## src/design/porc_pkg.sv

```systemverilog
`timescale 1ns / 1ps
// ----------------------------------------------------------------------------
// porc_pkg: shared types and constants of the output record checker
// Holds record state, result and register-file types, the register indexes,
// byte positions and the fixed push opcodes of the key scripts.
// ----------------------------------------------------------------------------
package porc_pkg;

  // Configuration register indexes
  localparam logic [1:0] REG_HASH_LOCK = 2'd0;
  localparam logic [1:0] REG_EQUAL     = 2'd1;
  localparam logic [1:0] REG_SCHNORR   = 2'd2;
  localparam logic [1:0] REG_ECDSA     = 2'd3;

  // Register reset values
  localparam logic [7:0] RST_HASH_LOCK = 8'd170;
  localparam logic [7:0] RST_EQUAL     = 8'd135;
  localparam logic [7:0] RST_SCHNORR   = 8'd172;
  localparam logic [7:0] RST_ECDSA     = 8'd171;

  // Fixed push opcodes
  localparam logic [7:0] OP_PUSH32 = 8'h20;
  localparam logic [7:0] OP_PUSH33 = 8'h21;

  // Byte positions within a record
  localparam logic [5:0] POS_AMT_LAST     = 6'd7;
  localparam logic [5:0] POS_FIRST_SCRIPT = 6'd8;
  localparam logic [5:0] POS_HASH_SECOND  = 6'd9;
  localparam logic [5:0] POS_SCHNORR_LAST = 6'd41;
  localparam logic [5:0] POS_LONG_LAST    = 6'd42;
  localparam logic [5:0] POS_MAX          = 6'd63;

  typedef enum logic [1:0] {
    STATUS_OK       = 2'd0,
    STATUS_AMT_SHORT = 2'd1,
    STATUS_BAD_SCRIPT = 2'd2,
    STATUS_TRAILING = 2'd3
  } status_e;

  typedef enum logic [1:0] {
    KIND_NONE    = 2'd0,
    KIND_HASH    = 2'd1,
    KIND_SCHNORR = 2'd2,
    KIND_ECDSA   = 2'd3
  } kind_e;

  typedef struct packed {
    logic [7:0] hash_lock;
    logic [7:0] equal;
    logic [7:0] schnorr;
    logic [7:0] ecdsa;
  } cfg_t;

  typedef struct packed {
    logic [5:0]  pos;
    logic [63:0] amount;
    kind_e       kind;
    status_e     fault;
  } rec_state_t;

  typedef struct packed {
    logic [7:0]  script_byte;
    logic        fwd;
    logic        done;
    status_e     status;
    logic [63:0] amount;
    kind_e       kind;
  } result_t;

  // Position of the closing opcode for a script kind
  function automatic logic [5:0] script_last(kind_e kind);
    script_last = (kind == KIND_SCHNORR) ? POS_SCHNORR_LAST : POS_LONG_LAST;
  endfunction

endpackage

```

## src/design/porc_step.sv

```systemverilog
`timescale 1ns / 1ps
// ----------------------------------------------------------------------------
// porc_step: per-byte record step
// Works out the next record state and the result transaction for one byte:
// amount gathering, script classification, fault latching and close-out.
// ----------------------------------------------------------------------------
module porc_step (
  input  porc_pkg::rec_state_t st_i,
  input  porc_pkg::cfg_t       cfg_i,
  input  logic [7:0]           in_byte_i,
  input  logic                 final_byte_i,
  output porc_pkg::rec_state_t st_o,
  output porc_pkg::result_t    res_o
);
  import porc_pkg::*;

  rec_state_t upd;
  logic       fwd;
  logic [5:0] last;
  logic [7:0] closing;

  // Closing opcode and last position of the kind seen so far
  assign last = script_last(st_i.kind);

  always_comb begin
    case (st_i.kind)
      KIND_HASH:    closing = cfg_i.equal;
      KIND_SCHNORR: closing = cfg_i.schnorr;
      default:      closing = cfg_i.ecdsa;
    endcase
  end

  // Advance the record by one byte
  always_comb begin
    upd = st_i;
    fwd = 1'b0;
    if (st_i.pos <= POS_AMT_LAST) begin
      upd.amount = {st_i.amount[55:0], in_byte_i};
    end else if (st_i.pos == POS_FIRST_SCRIPT) begin
      fwd = 1'b1;
      if (st_i.fault == STATUS_OK) begin
        if (in_byte_i == cfg_i.hash_lock) begin
          upd.kind = KIND_HASH;
        end else if (in_byte_i == OP_PUSH32) begin
          upd.kind = KIND_SCHNORR;
        end else if (in_byte_i == OP_PUSH33) begin
          upd.kind = KIND_ECDSA;
        end else begin
          upd.fault = STATUS_BAD_SCRIPT;
          upd.kind  = KIND_NONE;
        end
      end
    end else if (st_i.fault == STATUS_OK && st_i.kind != KIND_NONE) begin
      if (st_i.pos > last) begin
        upd.fault = STATUS_TRAILING;
      end else begin
        fwd = 1'b1;
        if (st_i.kind == KIND_HASH && st_i.pos == POS_HASH_SECOND
            && in_byte_i != OP_PUSH32) begin
          upd.fault = STATUS_BAD_SCRIPT;
          upd.kind  = KIND_NONE;
        end else if (st_i.pos == last && in_byte_i != closing) begin
          upd.fault = STATUS_BAD_SCRIPT;
          upd.kind  = KIND_NONE;
        end
      end
    end

    // Close out the record on its final byte
    if (final_byte_i && upd.fault == STATUS_OK) begin
      if (st_i.pos < POS_AMT_LAST) begin
        upd.fault = STATUS_AMT_SHORT;
      end else if (upd.kind == KIND_NONE || st_i.pos < script_last(upd.kind)) begin
        upd.fault = STATUS_BAD_SCRIPT;
        upd.kind  = KIND_NONE;
      end
    end
  end

  // Build the result transaction
  always_comb begin
    res_o.script_byte = fwd ? in_byte_i : 8'd0;
    res_o.fwd         = fwd;
    res_o.done        = final_byte_i;
    res_o.status      = final_byte_i ? upd.fault : STATUS_OK;
    res_o.amount      = (final_byte_i && upd.fault != STATUS_AMT_SHORT) ?
                        upd.amount : 64'd0;
    res_o.kind        = final_byte_i ? upd.kind : KIND_NONE;
  end

  // Clear on the final byte, otherwise step the saturating position
  always_comb begin
    st_o = upd;
    if (final_byte_i) begin
      st_o.pos    = 6'd0;
      st_o.amount = 64'd0;
      st_o.kind   = KIND_NONE;
      st_o.fault  = STATUS_OK;
    end else if (st_i.pos < POS_MAX) begin
      st_o.pos = st_i.pos + 6'd1;
    end
  end

endmodule

```

## src/design/payment_output_record_checker_core.sv

```systemverilog
`timescale 1ns / 1ps
// ----------------------------------------------------------------------------
// payment_output_record_checker_core: output record checker
// Streams one output record a byte per transaction, gathers the amount,
// classifies the locking script and reports status on the final byte.
// ----------------------------------------------------------------------------
// Each accepted byte gives exactly one registered result transaction. The
// block takes one byte every clock unless the skid entry is full: a byte's
// step is short combinational logic between the record state registers and
// the result register, and a one-entry skid stage behind that register keeps
// input acceptance going for one byte while the result side stalls. The user
// must write the opcode registers via the plain write port only while idle; the block does not enforce it.
module payment_output_record_checker_core (
  input  logic        clk_i,
  input  logic        rst_ni,
  input  logic        cfg_we_i,
  input  logic [1:0]  cfg_idx_i,
  input  logic [7:0]  cfg_wdata_i,
  input  logic        in_valid_i,
  output logic        in_stall_o,
  input  logic [7:0]  in_byte_i,
  input  logic        final_byte_i,
  output logic        out_valid_o,
  input  logic        out_stall_i,
  output logic [7:0]  script_byte_o,
  output logic        script_byte_valid_o,
  output logic        record_done_o,
  output logic [1:0]  status_o,
  output logic [63:0] amount_o,
  output logic [1:0]  script_kind_o
);
  import porc_pkg::*;

  cfg_t       cfg_q;
  rec_state_t st_q, st_d;
  result_t    res;
  result_t    out_q, skid_q;
  logic       out_vld_q, skid_vld_q;
  logic       accept_in, out_take;

  assign in_stall_o = skid_vld_q;
  assign accept_in  = in_valid_i && !skid_vld_q;
  assign out_take   = out_vld_q && !out_stall_i;

  // Configuration registers
  always_ff @(posedge clk_i or negedge rst_ni) begin
    if (!rst_ni) begin
      cfg_q.hash_lock <= RST_HASH_LOCK;
      cfg_q.equal     <= RST_EQUAL;
      cfg_q.schnorr   <= RST_SCHNORR;
      cfg_q.ecdsa     <= RST_ECDSA;
    end else if (cfg_we_i) begin
      case (cfg_idx_i)
        REG_HASH_LOCK: cfg_q.hash_lock <= cfg_wdata_i;
        REG_EQUAL:     cfg_q.equal     <= cfg_wdata_i;
        REG_SCHNORR:   cfg_q.schnorr   <= cfg_wdata_i;
        REG_ECDSA:     cfg_q.ecdsa     <= cfg_wdata_i;
        default:       cfg_q           <= cfg_q;
      endcase
    end
  end

  porc_step u_step (
    .st_i         (st_q),
    .cfg_i        (cfg_q),
    .in_byte_i    (in_byte_i),
    .final_byte_i (final_byte_i),
    .st_o         (st_d),
    .res_o        (res)
  );

  // Record state: advance on every accepted byte
  always_ff @(posedge clk_i or negedge rst_ni) begin
    if (!rst_ni) begin
      st_q.pos    <= 6'd0;
      st_q.amount <= 64'd0;
      st_q.kind   <= KIND_NONE;
      st_q.fault  <= STATUS_OK;
    end else if (accept_in) begin
      st_q <= st_d;
    end
  end

  // Result register and skid stage valid flags
  always_ff @(posedge clk_i or negedge rst_ni) begin
    if (!rst_ni) begin
      out_vld_q  <= 1'b0;
      skid_vld_q <= 1'b0;
    end else if (!out_vld_q || out_take) begin
      out_vld_q  <= skid_vld_q || accept_in;
      skid_vld_q <= 1'b0;
    end else if (accept_in) begin
      skid_vld_q <= 1'b1;
    end
  end

  // Result and skid payload: load from skid first, hold while stalled
  always_ff @(posedge clk_i) begin
    if (!out_vld_q || out_take) begin
      out_q <= skid_vld_q ? skid_q : res;
    end else if (accept_in) begin
      skid_q <= res;
    end
  end

  assign out_valid_o         = out_vld_q;
  assign script_byte_o       = out_q.script_byte;
  assign script_byte_valid_o = out_q.fwd;
  assign record_done_o       = out_q.done;
  assign status_o            = out_q.status;
  assign amount_o            = out_q.amount;
  assign script_kind_o       = out_q.kind;

  // Skid entry only fills behind a held result
  assert property (@(posedge clk_i) disable iff (!rst_ni)
    skid_vld_q |-> out_vld_q)
    else $error("skid entry valid with empty result register");

  // Amount bytes are never forwarded as script bytes
  assert property (@(posedge clk_i) disable iff (!rst_ni)
    accept_in && st_q.pos <= POS_AMT_LAST |-> !res.fwd)
    else $error("amount byte forwarded as script byte");

  // Final byte returns the record state to its cleared form
  assert property (@(posedge clk_i) disable iff (!rst_ni)
    accept_in && final_byte_i |=> st_q.pos == 6'd0 && st_q.fault == STATUS_OK)
    else $error("record state not cleared after final byte");

  // Position saturates on long records
  assert property (@(posedge clk_i) disable iff (!rst_ni)
    accept_in && !final_byte_i && st_q.pos == POS_MAX |=> st_q.pos == POS_MAX)
    else $error("byte position wrapped past saturation");

  // Mid-record results carry no summary
  assert property (@(posedge clk_i) disable iff (!rst_ni)
    out_vld_q && !out_q.done |->
      out_q.status == STATUS_OK && out_q.kind == KIND_NONE && out_q.amount == 64'd0)
    else $error("summary fields set on a mid-record result");

endmodule
```

## config.mk

```make
export PLATFORM = sky130hd
export DESIGN_NAME = payment_output_record_checker_core
export DESIGN_NICKNAME = d
export VERILOG_FILES = /design/src/design/porc_pkg.sv /design/src/design/porc_step.sv /design/src/design/payment_output_record_checker_core.sv
export SDC_FILE = /design/constraint.sdc
export NUM_CORES = 1
export LEC_CHECK = 0
export ABC_AREA = 1
export BUFFER_PORTS_ARGS = -buffer_cell sky130_fd_sc_hd__buf_2
export CELL_PAD_IN_SITES_DETAIL_PLACEMENT = 0
export CELL_PAD_IN_SITES_GLOBAL_PLACEMENT = 2
export CORE_ASPECT_RATIO = 1.25
export CORE_MARGIN = 2
export CORE_UTILIZATION = 30
export CTS_BUF_LIST = sky130_fd_sc_hd__clkbuf_8
export CTS_CLUSTER_DIAMETER = 50
export DETAILED_ROUTE_END_ITERATION = 8
export PLACE_DENSITY_LB_ADDON = 0.1
export SKIP_CTS_REPAIR_TIMING = 1
export SYNTH_ARGS = -nofsm -noshare
export SYNTH_HDL_FRONTEND = slang
export SYNTH_HIERARCHICAL = 1
export SYNTH_SLANG_ARGS = --single-unit
```

## constraint.sdc

```tcl
create_clock -name clk_i -period 5.48 [get_ports clk_i]
set_input_delay 1.096 -clock clk_i [delete_from_list [all_inputs] [get_ports clk_i]]
set_output_delay 1.096 -clock clk_i [all_outputs]
set_load 0.02 [all_outputs]
```

==> results.txt, run 1 <==
----------------------------------------------------
[Status]
  Status ... completed

[Flow run]
  Max Cap Violations ... 0

[Timing]
  Transition time at the pin with the least slew margin ... 1.04 ns
  Period utilization ... 0.768
  Skew final ... 0.0251 ns
  Worst rel slew slack ... 0.304
  Hold violation total from the final report ... 0
  Final worst path period need ... 4.21 ns
  Setup repair after global routing missed its margin ... no
  Final Slew Violations ... 0
  Final setup vio count ... 0
  Maximum operating frequency ... 238 MHz
  Final sum of negative setup slack ... 0 ns

[GRT]
  Vias in the first global route ... 9497
  Pin count of the biggest net entering global routing ... 88
  Global router's overall resource usage ... 0.165
  Antenna violations before repair ... 0
  Grt total ovfl ... 0
  Wire length of the first global-routing pass ... 57200 um

[Final layout]
  Utilization after layout ... 0.347
  Final Non-Filler Cells ... 2062
  Fraction of final layout cells with drive strength greater than 1 ... 0.176
  P&R area growth vs syn ... 14.1%
  NumNets Final ... 1496
  Final Instance Area ... 0.0146 mm^2
  Number of diodes ... 0

[Route]
  Count of unresolved DRC violations after routing ... 0
  Total wire length ... 36300 um
  DRC marker count from the first detailed-route iteration ... 557
  Vias/cell ... 4.59
  Total number of vias ... 9465
  First-pass detailed-route iteration total ... 4
  Post-detailed-route wirelength per cell ... 17.6 um
  Count of antenna-violating nets left after detailed routing ... 0

[Setup path]
  Category of the critical setup timing path ... reg2reg
  CP startpoint kind ... register
  Arrival time reported for the critical path endpoint ... 4.65 ns
  Worst setup EP type ... register
  Required time worst endpoint ... 5.92 ns
  Max Fanout on Critical Path ... 19

[Floorplan]
  Core footprint ... 0.0420 mm^2
  Number of placement rows ... 84
  Top-level I/O count ... 104
  Initial core utilization ... 0.304
  Die Outline Area ... 0.0443 mm^2
  Die outline width ... 189 um
  Die boundary height ... 235 um

[Synth]
  Main flop type after synthesis ... sky130_fd_sc_hd__edfxtp_1
  Number of flops mapped to enable cells by yosys ... 156
  Synth Warn # ... 6
  Synth Net Count ... 1411
  Instance count of the mapped netlist ... 1379
  Average cell area after synthesis ... 9.26 um^2
  Part of the Yosys area used for sequential elements ... 0.580
  Number of synthesized register bits ... 264
  Async SR Flop Fraction ... 0.409
  Count of unique library cells instantiated by Yosys ... 34
  Summed instance area of the synthesized netlist ... 0.0128 mm^2

[Clocking]
  Clock root buffer ... sky130_fd_sc_hd__clkbuf_8
  CTS tree ... built
  H-tree level count ... 2
  Clock transition at the registers of the reported paths ... 0.06 ns
  CTS Sinks ... 264
  Source-to-sink clock delay at the later pin of the worst-skew pair ... 0.59 ns
  TritonCTS Buffers ... 47
  Maximum clock insertion buffer count ... 3

[Placement]
  Post-Place Cell Area ... 0.0137 mm^2
  Number of I/O port buffers ... 103
  Detailed Place HPWL ... 21700 um
  Routability cong. ... 0.758
  Inst Count DP ... 1974

[Power]
  Pwr Density ... 325 mW/mm^2
  Reported leakage power ... 7.00 nW
  Peak supply drop ... 0.163 mV

[Hold path]
  Type of the most critical hold path ... reg2reg

----------------------------------------------------
## worst paths after layout
path | start | to | slack [ns] | cells after the start
max reg2reg | st_q[2] | amount_o[5] | 1.27 | 27
min reg2reg | cfg_q[23] | cfg_q[23] | 0.46 | 2
max | st_q[2] | amount_o[5] | 1.27 | 27
min in group asynchronous | rst_ni | cfg_q[28] | 0.59 | 1
max in group asynchronous | rst_ni | st_q[64] | 3.76 | 2
min | cfg_q[23] | cfg_q[23] | 0.46 | 2
## cell usage in the layout (no fill, tap or decap), types with 3 or more instances in the layout
master / n
sky130_fd_sc_hd__nand3_1: 105
sky130_fd_sc_hd__nor2_1: 105
sky130_fd_sc_hd__a21oi_2: 49
sky130_fd_sc_hd__ha_1: 8
sky130_fd_sc_hd__xnor2_1: 8
sky130_fd_sc_hd__nor3_1: 3
sky130_fd_sc_hd__clkinv_1: 8
sky130_fd_sc_hd__buf_12: 3
sky130_fd_sc_hd__clkbuf_8: 54
sky130_fd_sc_hd__buf_4: 15
sky130_fd_sc_hd__clkinv_2: 5
sky130_fd_sc_hd__dfrtp_1: 90
sky130_fd_sc_hd__or2_1: 5
sky130_fd_sc_hd__nand4_1: 32
sky130_fd_sc_hd__inv_1: 69
sky130_fd_sc_hd__edfxtp_1: 156
sky130_fd_sc_hd__nand3_2: 3
sky130_fd_sc_hd__dfstp_2: 17
sky130_fd_sc_hd__mux2i_1: 40
sky130_fd_sc_hd__a21oi_1: 24
sky130_fd_sc_hd__nor2_4: 3
sky130_fd_sc_hd__buf_2: 102
sky130_fd_sc_hd__nand2_1: 548
sky130_fd_sc_hd__nand2_2: 3
sky130_fd_sc_hd__o21ai_0: 29
## flip-flops by register name (all words and copies together), names as in the netlist
| register | flops |
|---|---|
| st_q | 74 |
| in_stall_o | 1 |
| out_valid_o | 1 |
| record_done_o | 1 |
| cfg_q | 32 |
| status_o | 2 |
| skid_q | 78 |
| script_byte_o | 8 |
| amount_o | 64 |
| script_byte_valid_o | 1 |
| script_kind_o | 2 |
## cell families after synthesis
| group | share of synthesized area |
|---|---|
| AOI/OAI and AO/OA | 0.0577 |
| DFF | 0.580 |
| adders and majority gates | 0.00784 |
| xor gates and xnor gates | 0.00686 |
| buffers and inverters | 0.0565 |
| muxes | 0.0313 |
| and+or+nand+nor | 0.260 |
## worst max-delay path, cell delays in order, from the launching register on
cell and delay, ns:
sky130_fd_sc_hd__dfrtp_1 0.40, sky130_fd_sc_hd__inv_1 0.17, sky130_fd_sc_hd__ha_1 0.48, sky130_fd_sc_hd__nand2_1 0.09
sky130_fd_sc_hd__nand2_1 0.11, sky130_fd_sc_hd__nand2_1 0.14, sky130_fd_sc_hd__nand3_1 0.11, sky130_fd_sc_hd__nand2_1 0.05
sky130_fd_sc_hd__nand2_1 0.06, sky130_fd_sc_hd__nor2_1 0.04, sky130_fd_sc_hd__nand2_1 0.07, sky130_fd_sc_hd__nand2_1 0.06
sky130_fd_sc_hd__nand2_2 0.08, sky130_fd_sc_hd__nand2_1 0.06, sky130_fd_sc_hd__a21boi_2 0.26, sky130_fd_sc_hd__inv_1 0.07
sky130_fd_sc_hd__nor2_1 0.09, sky130_fd_sc_hd__ha_1 0.23, sky130_fd_sc_hd__nand2_1 0.07, sky130_fd_sc_hd__nand2_1 0.05
sky130_fd_sc_hd__nand2_1 0.05, sky130_fd_sc_hd__nand2_1 0.06, sky130_fd_sc_hd__nand2_1 0.11, sky130_fd_sc_hd__nand3_4 0.35
sky130_fd_sc_hd__buf_4 0.40, sky130_fd_sc_hd__a21oi_1 0.19, sky130_fd_sc_hd__nand2_1 0.08, sky130_fd_sc_hd__nand2_1 0.11
## layer usage
layer  GRT usage  share of wire  vias to the layer above
li1            -              -                     4729
met1       0.223           0.46                     4520
met2       0.275           0.48                      167
met3      0.0237          0.033                       49
met4      0.0459          0.021                        0
met5           0              0                        -
## synthesized netlist by cell type (3+ instances only)
cell type,instances,share of area
sky130_fd_sc_hd__mux2i_1,40,0.031
sky130_fd_sc_hd__dfstp_2,17,0.035
sky130_fd_sc_hd__nand3_2,4,0.0031
sky130_fd_sc_hd__buf_4,18,0.011
sky130_fd_sc_hd__nand2_1,550,0.16
sky130_fd_sc_hd__clkbuf_1,21,0.0062
sky130_fd_sc_hd__buf_1,5,0.0015
sky130_fd_sc_hd__clkinv_1,3,0.00088
sky130_fd_sc_hd__nand2_2,3,0.0015
sky130_fd_sc_hd__o21ai_0,29,0.011
sky130_fd_sc_hd__or2_1,5,0.0024
sky130_fd_sc_hd__ha_1,8,0.0078
sky130_fd_sc_hd__inv_1,49,0.014
sky130_fd_sc_hd__nand3_1,105,0.041
sky130_fd_sc_hd__buf_6,14,0.012
sky130_fd_sc_hd__buf_2,26,0.010
sky130_fd_sc_hd__nor2_1,107,0.031
sky130_fd_sc_hd__xnor2_1,8,0.0055
sky130_fd_sc_hd__a21oi_1,24,0.0094
sky130_fd_sc_hd__edfxtp_1,156,0.37
sky130_fd_sc_hd__nor3_1,3,0.0012
sky130_fd_sc_hd__a21oi_2,49,0.034
sky130_fd_sc_hd__nand4_1,32,0.016
sky130_fd_sc_hd__dfrtp_1,91,0.18
## per-stage QoR
stage / hold WS [ns] / power, mW / setup slack (ns)
floorplan: 0.441 / 2.82 / 0.817
global placement: 0.453 / 3.03 / 1.15
detailed placement: 0.454 / 3.03 / 1.14
CTS: 0.464 / 4.85 / 1.21
global route: 0.473 / 5.00 / 0.710
finish: 0.462 / 4.74 / 1.27
## final cells by class
cell class | instances | area [um^2]
clock buffer | 54 | 743
clock inverter | 34 | 151
fill | 4466 | 27500
inverter | 53 | 201
multi-input combinational | 978 | 4680
sequential | 264 | 7410
tap | 559 | 699
timing repair buffer | 120 | 683
## report_power, final
group	total, mW	internal, mW	switching, mW
registers	2.37	2.29	0.0744
clock network	1.76	0.903	0.857
logic	0.611	0.166	0.445
total	4.74	3.36	1.38
No activity file was read; power rests on OpenSTA's default activity.
==> inputs of run 2 (changes only) <==
==> constraint.sdc (replaced) <==
create_clock -name clk_i -period 4.4 [get_ports clk_i]
set_input_delay 0.88 -clock clk_i [delete_from_list [all_inputs] [get_ports clk_i]]
set_output_delay 0.88 -clock clk_i [all_outputs]
set_load 0.02 [all_outputs]
==> results.txt, run 2 (synthesis gave the netlist of run 1 again) <==
----------------------------------------------------
[Status]
  Status ... completed (unchanged)

[Floorplan]
  Initial core utilization ... 0.304 (unchanged)
  Die boundary height ... 235 um (unchanged)
  Number of placement rows ... 84 (unchanged)
  Die outline width ... 189 um (unchanged)
  Core footprint ... 0.0420 mm^2 (unchanged)
  Top-level I/O count ... 104 (unchanged)
  Die Outline Area ... 0.0443 mm^2 (unchanged)

[Placement]
  Post-Place Setup Slack ... 0.322 ns (was 1.14 ns)
  Detailed Place HPWL ... 22300 um (was 21700 um)
  Routability cong. ... 0.770 (was 0.758)
  Inst Count DP ... 1974 (unchanged)
  Number of I/O port buffers ... 103 (unchanged)

[Final layout]
  Commonest non-fill, non-tap cell in the layout ... sky130_fd_sc_hd__nand2_1 (unchanged)
  Flip-flop count of the largest register, all copies and words added ... 78 (unchanged)
  Final Non-Filler Cells ... 2062 (unchanged)
  Fraction of final layout cells with drive strength greater than 1 ... 0.176 (unchanged)
  P&R area growth vs syn ... 14.3% (was 14.1%)
  Reg with most FFs ... skid_q (unchanged)
  Number of diodes ... 0 (unchanged)
  Most frequent cells in the layout ... 548 x sky130_fd_sc_hd__nand2_1, 156 x sky130_fd_sc_hd__edfxtp_1, 105 x sky130_fd_sc_hd__nand3_1, 105 x sky130_fd_sc_hd__nor2_1, 102 x sky130_fd_sc_hd__buf_2 (unchanged)
  NumNets Final ... 1497 (was 1496)

[GRT]
  Antenna violations before repair ... 0 (unchanged)
  Grt total ovfl ... 0 (unchanged)
  Vias in the first global route ... 9601 (was 9497)
  Global router's overall resource usage ... 0.164 (was 0.165)
  Wire length of the first global-routing pass ... 57600 um (was 57200 um)
  Pin count of the biggest net entering global routing ... 76 (was 88)

[Setup path]
  Cell type of the slowest stage on the worst timing path ... sky130_fd_sc_hd__ha_2 (was sky130_fd_sc_hd__ha_1)
  Worst reg2reg path endpoint ... amount_o[9] (was amount_o[5])
  Arrival time reported for the critical path endpoint ... 4.34 ns (was 4.65 ns)
  Worst path max stage delay ... 0.51 ns (was 0.48 ns)
  Critical path buffers and inverters ... 4 (was 3)
  Family of cells with the greatest summed delay on the critical path ... simple AND/OR/NAND/NOR gates (unchanged)
  Category of the critical setup timing path ... reg2reg (unchanged)
  Cell repeated most along the worst path ... sky130_fd_sc_hd__nand2_1 (unchanged)
  Max Fanout on Critical Path ... 24 (was 19)
  Worst setup EP type ... register (unchanged)
  Startpoint of the most critical register-to-register path ... st_q[3] (was st_q[2])
  CP startpoint kind ... register (unchanged)
  Cell depth of the worst setup path ... 27 (unchanged)
  Worst Reg-to-Reg Cells ... 27 (unchanged)
  Setup slack, reg-to-reg ... 0.52 ns (was 1.27 ns)
  Required time worst endpoint ... 4.85 ns (was 5.92 ns)

[Timing]
  Final setup vio count ... 0 (unchanged)
  Period utilization ... 0.883 (was 0.768)
  Maximum operating frequency ... 257 MHz (was 238 MHz)
  Final WS setup ... 0.515 ns (was 1.27 ns)
  Final Slew Violations ... 0 (unchanged)
  Transition time at the pin with the least slew margin ... 1.00 ns (was 1.04 ns)
  Worst rel slew slack ... 0.331 (was 0.304)
  Setup repair after global routing missed its margin ... no (unchanged)
  Skew final ... 0.0267 ns (was 0.0251 ns)
  Hold violation total from the final report ... 0 (unchanged)
  Final worst path period need ... 3.88 ns (was 4.21 ns)
  Final sum of negative setup slack ... 0 ns (unchanged)
  Worst hold slack ... 0.397 ns (was 0.462 ns)

[Clocking]
  Source-to-sink clock delay at the later pin of the worst-skew pair ... 0.59 ns (about the same)
  TritonCTS Buffers ... 48 (was 47)
  Clock transition at the registers of the reported paths ... 0.06 ns (about the same)
  CTS tree ... built (unchanged)
  Maximum clock insertion buffer count ... 3 (unchanged)
  CTS Sinks ... 264 (unchanged)
  Clock root buffer ... sky130_fd_sc_hd__clkbuf_8 (unchanged)
  H-tree level count ... 2 (unchanged)

[Route]
  Count of unresolved DRC violations after routing ... 0 (unchanged)
  Post-detailed-route wirelength per cell ... 17.8 um (was 17.6 um)
  Total wire length ... 36600 um (was 36300 um)
  Count of antenna-violating nets left after detailed routing ... 0 (unchanged)
  Vias/cell ... 4.58 (was 4.59)
  Total number of vias ... 9445 (was 9465)
  DRC marker count from the first detailed-route iteration ... 580 (was 557)
  First-pass detailed-route iteration total ... 5 (was 4)

[Power]
  Peak supply drop ... 0.214 mV (was 0.163 mV)
  Reported leakage power ... 6.99 nW (was 7.00 nW)
  Power Total ... 6.00 mW (was 4.74 mW)
  Pwr Density ... 411 mW/mm^2 (was 325 mW/mm^2)

[Hold path]
  Type of the most critical hold path ... in2async (was reg2reg)

[Flow run]
  Max Cap Violations ... 0 (unchanged)

----------------------------------------------------
[run 2: layout make-up]
type                       instances  area [um^2]
multi-input combinational        978         4690
clock buffer                      56          771
clock inverter                    32          155
tap                              559          699
fill                            4471        27400
inverter                          53          201
timing repair buffer             120          683
sequential                       264         7410
[run 2: worst max path at each step]
stage,startpoint,to,slack [ns]
floorplan,out_stall_i,skid_q[0],0.82
global placement,st_q[3],amount_o[9],0.45
detailed placement,st_q[3],amount_o[12],0.32
CTS,st_q[3],amount_o[9],0.31
global route,st_q[3],amount_o[12],0.02
finish,st_q[3],amount_o[9],0.52
[run 2: per-stage QoR]
stage / instance area (um^2) / util
finish: 14600 / 0.347
global route: 14600 / 0.347
CTS: 14600 / 0.347
detailed placement: 13700 / 0.325
global placement: 13700 / 0.325
floorplan: 12800 / -
[run 2: layer usage]
metal	global-route usage	up-vias	routed length [um]
li1	-	4731	-
met1	0.214	4504	16400
met2	0.283	167	18200
met3	0.0258	43	1370
met4	0.0431	0	642
met5	0	-	0
[run 2: power by group]
group          switching [mW]  total, mW  internal [mW]
clock                    1.06       2.28           1.21
combinational           0.550      0.758          0.208
sequential              0.106       2.96           2.86
